==> config.mk <==
export PLATFORM = sky130hd
export DESIGN_NAME = fan_threshold_calibration
export DESIGN_NICKNAME = d
export VERILOG_FILES = /design/src/fan_cal_pkg.sv /design/src/fan_threshold_calibration.sv /design/src/fan_cal_step.sv /design/src/fan_cal_out.sv
export SDC_FILE = /design/constraint.sdc
export NUM_CORES = 1
export LEC_CHECK = 0
export BUFFER_PORTS_ARGS = -buffer_cell sky130_fd_sc_hd__buf_4
export CORE_MARGIN = 1
export CORE_UTILIZATION = 65
export DETAILED_ROUTE_END_ITERATION = 10
export HOLD_SLACK_MARGIN = 0.15
export PLACE_DENSITY = 0.87
export REMOVE_ABC_BUFFERS = 1
export SETUP_SLACK_MARGIN = 0.2
export SYNTH_ARGS = -nofsm -noshare
export SYNTH_HDL_FRONTEND = slang
export SYNTH_SLANG_ARGS = --single-unit
==> constraint.sdc <==
create_clock -name clk -period 25.7 [get_ports clk]
set_input_delay 0 -clock clk [delete_from_list [all_inputs] [get_ports clk]]
set_output_delay 0 -clock clk [all_outputs]
set_load 0.01 [all_outputs]
==> src/fan_cal_pkg.sv <==
package fan_cal_pkg;

  // command codes (s_tuser)
  localparam logic [1:0] CMD_START = 2'd0;
  localparam logic [1:0] CMD_ABORT = 2'd1;
  localparam logic [1:0] CMD_TICK  = 2'd2;

  // phase codes as reported in the result
  localparam logic [1:0] PH_IDLE  = 2'd0;
  localparam logic [1:0] PH_STOP1 = 2'd1;
  localparam logic [1:0] PH_START = 2'd2;
  localparam logic [1:0] PH_STOP2 = 2'd3;

  localparam logic [7:0]  DUTY_FULL   = 8'd255;
  localparam logic [7:0]  STOP_MARGIN = 8'd5;
  localparam logic [7:0]  START_STEP  = 8'd2;
  localparam logic [10:0] WAIT_NONE   = 11'd0;
  localparam logic [10:0] WAIT_STOP1  = 11'd2000;
  localparam logic [10:0] WAIT_START  = 11'd500;
  localparam logic [10:0] WAIT_STOP2  = 11'd1000;

  // x / 10 for x < 2^16 is (x * 52429) >> 19
  localparam logic [15:0] RECIP_TEN = 16'd52429;

  typedef struct packed {
    logic [1:0] phase;
    logic [7:0] duty;
    logic [7:0] min_start;
    logic [7:0] min_stop;
    logic       testing;
    logic       manual;
  } cal_state_t;

  typedef struct packed {
    logic [10:0] wait_ms;
    logic [7:0]  min_stop;
    logic [7:0]  min_start;
    logic [1:0]  phase;
    logic        testing;
    logic        manual_mode;
    logic [7:0]  pwm_duty;
    logic        finished;
  } cal_result_t;

  // min(floor(9*d/10), d-5), floored at zero
  function automatic logic [7:0] lower_fast(input logic [7:0] d);
    logic [11:0] nine_d;
    logic [27:0] prod;
    logic [7:0]  scaled;
    logic [7:0]  minus;
    nine_d = {d, 3'b000} + {4'b0000, d};
    prod   = {16'd0, nine_d} * {12'd0, RECIP_TEN};
    scaled = prod[26:19];
    minus  = (d >= STOP_MARGIN) ? (d - STOP_MARGIN) : 8'd0;
    return (scaled < minus) ? scaled : minus;
  endfunction

endpackage

==> src/fan_threshold_calibration.sv <==
// Fan threshold calibration sequencer.
// Input channel (s_*): one transaction per event. s_tuser carries the command
// (start, abort, timer tick), s_tdata the measured rpm used on a tick.
// Output channel (m_*): exactly one result transaction per input event, with
// the commanded duty, mode/testing flags, phase, recorded min_start and
// min_stop, and the wait in ms asked for before the next tick (0 = none).
// m_tlast is high on the result of the tick that completes calibration.
// The result is registered: result register, or skid entry while one waits.
// Throughput: one event per cycle while s_tready is high; the next-state logic
// is one short pass (a 12x16 reciprocal multiply divides by ten in phase one).
// Calibration state updates at input acceptance, so ordering is preserved.
// A two-entry output stage (result register plus skid) lets one more event
// be taken while a result waits; s_tready drops only when both are full.
// Reset (rst, synchronous): phase idle, duty, min_start and min_stop 255,
// testing and manual mode cleared, output channel empty.
module fan_threshold_calibration (
  input  logic        clk,
  input  logic        rst,
  input  logic        s_tvalid,
  output logic        s_tready,
  input  logic [15:0] s_tdata,  // [15:0] rpm
  input  logic [1:0]  s_tuser,  // [1:0] cmd
  output logic        m_tvalid,
  input  logic        m_tready,
  output logic [39:0] m_tdata,  // [7:0] pwm_duty, [8] manual_mode, [9] testing,
                                // [11:10] phase, [19:12] min_start,
                                // [27:20] min_stop, [38:28] wait_ms, [39] zero
  output logic        m_tlast   // finished
);

  fan_cal_pkg::cal_state_t  state;
  fan_cal_pkg::cal_state_t  state_next;
  fan_cal_pkg::cal_result_t step_res;
  fan_cal_pkg::cal_result_t out_res;
  logic                     accept;
  logic                     skid_full;

  assign accept = s_tvalid && s_tready;

  // Next state and result from the current state and the incoming event
  fan_cal_step u_step (
    .cur (state),
    .cmd (s_tuser),
    .rpm (s_tdata),
    .nxt (state_next),
    .res (step_res)
  );

  // Calibration state registers; they move only on an accepted event
  always_ff @(posedge clk) begin
    if (rst) begin
      state.phase     <= fan_cal_pkg::PH_IDLE;
      state.duty      <= fan_cal_pkg::DUTY_FULL;
      state.min_start <= fan_cal_pkg::DUTY_FULL;
      state.min_stop  <= fan_cal_pkg::DUTY_FULL;
      state.testing   <= 1'b0;
      state.manual    <= 1'b0;
    end else if (accept) begin
      state <= state_next;
    end
  end

  // Result register with skid stage
  fan_cal_out u_out (
    .clk       (clk),
    .rst       (rst),
    .in_valid  (s_tvalid),
    .in_ready  (s_tready),
    .in_data   (step_res),
    .out_valid (m_tvalid),
    .out_ready (m_tready),
    .out_data  (out_res),
    .skid_full (skid_full)
  );

  assign m_tdata = {1'b0, out_res.wait_ms, out_res.min_stop, out_res.min_start,
                    out_res.phase, out_res.testing, out_res.manual_mode,
                    out_res.pwm_duty};
  assign m_tlast = out_res.finished;

`ifndef SYNTHESIS
  // testing flag and non-idle phase always move together
  a_testing_phase: assert property (@(posedge clk) disable iff (rst)
    state.testing == (state.phase != fan_cal_pkg::PH_IDLE))
    else $error("testing flag disagrees with phase");

  // a running calibration has manual mode set
  a_manual_when_testing: assert property (@(posedge clk) disable iff (rst)
    state.testing |-> state.manual)
    else $error("calibration running without manual mode");

  // skid entry only holds data behind a waiting result
  a_skid_behind_out: assert property (@(posedge clk) disable iff (rst)
    skid_full |-> m_tvalid)
    else $error("skid entry full with empty result register");

  // the finishing result reports idle and not testing
  a_finish_idle: assert property (@(posedge clk) disable iff (rst)
    (m_tvalid && m_tlast) |-> (m_tdata[11:10] == fan_cal_pkg::PH_IDLE && !m_tdata[9]))
    else $error("finished result not idle");
`endif

endmodule

==> src/fan_cal_step.sv <==
module fan_cal_step (
  input  fan_cal_pkg::cal_state_t  cur,
  input  logic [1:0]               cmd,
  input  logic [15:0]              rpm,
  output fan_cal_pkg::cal_state_t  nxt,
  output fan_cal_pkg::cal_result_t res
);

  logic        spinning;
  logic [10:0] wait_val;
  logic        done;
  logic [8:0]  duty_up;
  logic [8:0]  duty_margin;

  assign spinning    = (rpm != 16'd0);
  assign duty_up     = {1'b0, cur.duty} + {1'b0, fan_cal_pkg::START_STEP};
  assign duty_margin = {1'b0, cur.duty} + {1'b0, fan_cal_pkg::STOP_MARGIN};

  always_comb begin
    nxt      = cur;
    wait_val = fan_cal_pkg::WAIT_NONE;
    done     = 1'b0;
    unique case (cmd)
      fan_cal_pkg::CMD_START: begin
        nxt.testing = 1'b1;
        nxt.phase   = fan_cal_pkg::PH_STOP1;
        nxt.manual  = 1'b1;
        nxt.duty    = fan_cal_pkg::DUTY_FULL;
        wait_val    = fan_cal_pkg::WAIT_STOP1;
      end
      fan_cal_pkg::CMD_ABORT: begin
        nxt.duty    = fan_cal_pkg::DUTY_FULL;
        nxt.testing = 1'b0;
        nxt.phase   = fan_cal_pkg::PH_IDLE;
      end
      fan_cal_pkg::CMD_TICK: begin
        unique case (cur.phase)
          fan_cal_pkg::PH_STOP1: begin
            if (spinning) begin
              nxt.duty = fan_cal_pkg::lower_fast(cur.duty);
              wait_val = fan_cal_pkg::WAIT_STOP1;
            end else begin
              nxt.phase = fan_cal_pkg::PH_START;
              wait_val  = fan_cal_pkg::WAIT_START;
            end
          end
          fan_cal_pkg::PH_START: begin
            if (!spinning) begin
              nxt.duty = duty_up[8] ? fan_cal_pkg::DUTY_FULL : duty_up[7:0];
              wait_val = fan_cal_pkg::WAIT_START;
            end else begin
              nxt.phase     = fan_cal_pkg::PH_STOP2;
              nxt.min_start = cur.duty;
              wait_val      = fan_cal_pkg::WAIT_STOP2;
            end
          end
          fan_cal_pkg::PH_STOP2: begin
            if (spinning) begin
              nxt.duty = (cur.duty != 8'd0) ? (cur.duty - 8'd1) : 8'd0;
              wait_val = fan_cal_pkg::WAIT_STOP2;
            end else begin
              nxt.phase    = fan_cal_pkg::PH_IDLE;
              nxt.testing  = 1'b0;
              nxt.min_stop = duty_margin[8] ? fan_cal_pkg::DUTY_FULL : duty_margin[7:0];
              done         = 1'b1;
            end
          end
          default: begin
            nxt.testing = 1'b0;
          end
        endcase
      end
      default: begin
        // unused command: report state only
      end
    endcase
  end

  always_comb begin
    res.wait_ms     = wait_val;
    res.min_stop    = nxt.min_stop;
    res.min_start   = nxt.min_start;
    res.phase       = nxt.phase;
    res.testing     = nxt.testing;
    res.manual_mode = nxt.manual;
    res.pwm_duty    = nxt.duty;
    res.finished    = done;
  end

endmodule

==> src/fan_cal_out.sv <==
module fan_cal_out (
  input  logic                     clk,
  input  logic                     rst,
  input  logic                     in_valid,
  output logic                     in_ready,
  input  fan_cal_pkg::cal_result_t in_data,
  output logic                     out_valid,
  input  logic                     out_ready,
  output fan_cal_pkg::cal_result_t out_data,
  output logic                     skid_full
);

  fan_cal_pkg::cal_result_t skid_data;
  logic                     skid_valid;
  logic                     take;

  assign in_ready  = !skid_valid;
  assign take      = in_valid && in_ready;
  assign skid_full = skid_valid;

  always_ff @(posedge clk) begin
    if (rst) begin
      out_valid  <= 1'b0;
      skid_valid <= 1'b0;
    end else if (take) begin
      if (out_valid && !out_ready) begin
        skid_data  <= in_data;
        skid_valid <= 1'b1;
      end else begin
        out_data  <= in_data;
        out_valid <= 1'b1;
      end
    end else if (out_ready) begin
      if (skid_valid) begin
        out_data   <= skid_data;
        skid_valid <= 1'b0;
      end else begin
        out_valid <= 1'b0;
      end
    end
  end

endmodule

==> results.toml <==
[layout]
final_common_cell = "inv_1"
syn_to_final_growth_pct = 10.7
nets = 1113
drive_above_1_share_pct = 11.4
fillers = 872
final_cell_mix = "121 x inv_1, 92 x ha_1, 73 x nand2_1"

[floorplanning]
rows = 41
dieHeight_um = 116
coreArea_um2 = 12700
pin_count = 65
start_util_pct = 66.9
die_w_um = 116
die_area_um2 = 13500

[logic_synthesis]
avgSynthCellArea_um2 = 9.30
synth_compound_area_share_pct = 16.3
synth.area.top_cells = "edfxtp_1 25%, ha_1 14%, fa_1 10%, dfxtp_1 7.1%, inv_1 5.4%"
async_reset_ff_share_pct = 0
synth.area.mux_share_pct = 2.49
yosysWarnings = 0
synthXorXnorAreaFrac_pct = 2.17
yosysTopAreaCellShare_pct = 25.5
syn_area_um2 = 8480
synth_top_area_cell = "edfxtp_1"
yosysUniqueCellTypes = 70
synth_edf_count = 72
yosysSeqAreaShare_pct = 32.6
yosys.area_share.simple_pct = 15.0
yosys.area_share.adder_pct = 23.7
synth-main-ff-cell = "edfxtp_1"
synth_top_family_by_area = "adder cells"
synthCells = 912
synth.ff_latch_count = 102

[flow_run]
maxCapViolations = 0

[worst_setup_path]
arrival_ns = 9.63
end_kind = "register"
worstPathRequired_ns = 25.78
slowest_delay_ns = 0.83
path_buf_inv = 5
path_class = "register to register"
r2r_setup_slack_ns = 16.15
crit_family = "adder cells"
startpoint_type = "register"
crit_slowest_cell = "dfxtp_1"
crit_fanout = 23

[timing]
rsz0062_at_grt = "no"
finalHoldViolCount = 0
relSlewSlack_pct = 37.2
clock.fmax_mhz = 105
setup_viol = 0
fin_skew_ns = 0.0101
post-route-period-util_pct = 37.2
min_period_ns = 9.55
fin_setup_tns_ns = 0
slew_viol_final = 0
max_slew.worst_pin.slew_ns = 0.942

[clocking]
cts_buffers = 9
clockRootBuffer = "clkbuf_16"
cts_resized = 0
postCtsHoldBufs = 6
cts_tree = "yes"
clk_pin_slew_worst_paths_ns = 0.08
clkLatencyLatePin_ns = 0.35
htree_num_levels = 3
postCtsSetupBuffers = 0
cts_sinks = 102
clock_path_buffers = 2

[routing]
wl_per_cell_um = 17.9
ant_nets = 0
drc = 0
vias = 6883
routed_via_density = 6.07
drtIter0Drc = 830
drt_wl_total_um = 20300
firstDrtPassIters = 5

[place]
dp_hpwl_um = 15100
place_congestion = 0.978
portBuffers = 61

[global_routing]
antenna_found_initial = 0
grt_usage_pct = 31.7
grt_pass1_vias = 6621
grt_overflow = 0
grt_pass1_wl_um = 32700
grt_start_max_net_pins = 66

[worst_hold_path]
min_path_type = "input port to register"

[run_status]
status = "finished, final reports clean"
-- synth_stat cells (6+ instances only) --
cell / n
fa_1: 43
or3_1: 8
and2_1: 9
xnor2_1: 15
clkbuf_1: 34
inv_1: 121
o22a_1: 7
a21oi_1: 47
and3_1: 6
o21a_1: 12
nor2_1: 67
mux2_2: 13
nand4_1: 8
o31ai_1: 9
a211oi_1: 6
a211o_1: 9
nor3_1: 19
nand2b_1: 22
nor4_1: 7
ha_1: 92
xor2_1: 6
nand3_1: 19
nand2_1: 73
dfxtp_1: 30
o21ai_0: 53
edfxtp_1: 72
a31oi_1: 9
a21o_1: 12
-- area by class of cell --
cell class,instances,area [um2],area share [%]
flip-flops and latches,102,2760,29.4
clock inverters,7,67.6,0.720
inverters,123,462,4.92
diodes,1,2.50,0.0267
repair buffers,73,563,6.00
multi-input cells,647,5090,54.2
well taps,172,215,2.29
clock buffers,9,225,2.40
-- through the flow --
| step | worst slack (ns) | hold WS (ns) | instance area [um2] | instances | utilization [%] |
|---|---|---|---|---|---|
| finish | 16.15 | 0.230 | 9380 | 1134 | 74.1 |
| global route | 15.63 | 0.266 | 9380 | 1133 | 74.0 |
| CTS | 16.24 | 0.228 | 9380 | 1133 | 74.0 |
| detailed placement | 16.24 | 0.194 | 9030 | 1111 | 71.3 |
| global placement | 16.52 | 0.187 | 9030 | 1111 | 71.3 |
| floorplan | 17.07 | 0.0691 | 8300 | 872 | - |
-- flip-flops by register name, indices dropped and copies added (netlist names) --
name,count
u_out.out_data,36
u_out.skid_data,36
state,28
u_out.out_valid,1
u_out.skid_full,1
-- worst reg2reg max path: cells and delay by family, from the launching register on --
family | cells | cell delay, ns
multiplexers | 1 | 0.17
AO/OA/AOI/OAI | 12 | 2.45
AND/OR/NAND/NOR | 6 | 1.72
XOR/XNOR | 1 | 0.20
adder cells (fa/ha/maj) | 8 | 3.57
buffers and inverters | 5 | 0.35
flip-flops | 1 | 0.83
-- routing by layer --
layer	global-route usage [%]	routed length [um]
met1	40.6	8390
met5	0	0
met2	53.5	9850
met3	5.45	1390
met4	13.0	642
-- final timing paths --
kind | depth (start not counted) | startpoint | endpoint
max | 33 | state[22] | u_out.out_data[4]
min | 4 | s_tvalid | u_out.out_valid
max reg2reg | 33 | state[22] | u_out.out_data[4]
min reg2reg | 1 | state[4] | state[4]
-- cell families (layout without fill, tap and decap cells) --
logic type | Yosys count | after routing
flops | 102 | 102
buf+inv | 165 | 212
compound gates | 207 | 207
mux | 19 | 19
fa+ha+maj | 135 | 135
simple gates | 262 | 262
xor+xnor | 21 | 21
other cells | 1 | 4
Power is not shown: default switching activity piles up to over one toggle a cycle in this logic, so the estimate is an artifact.
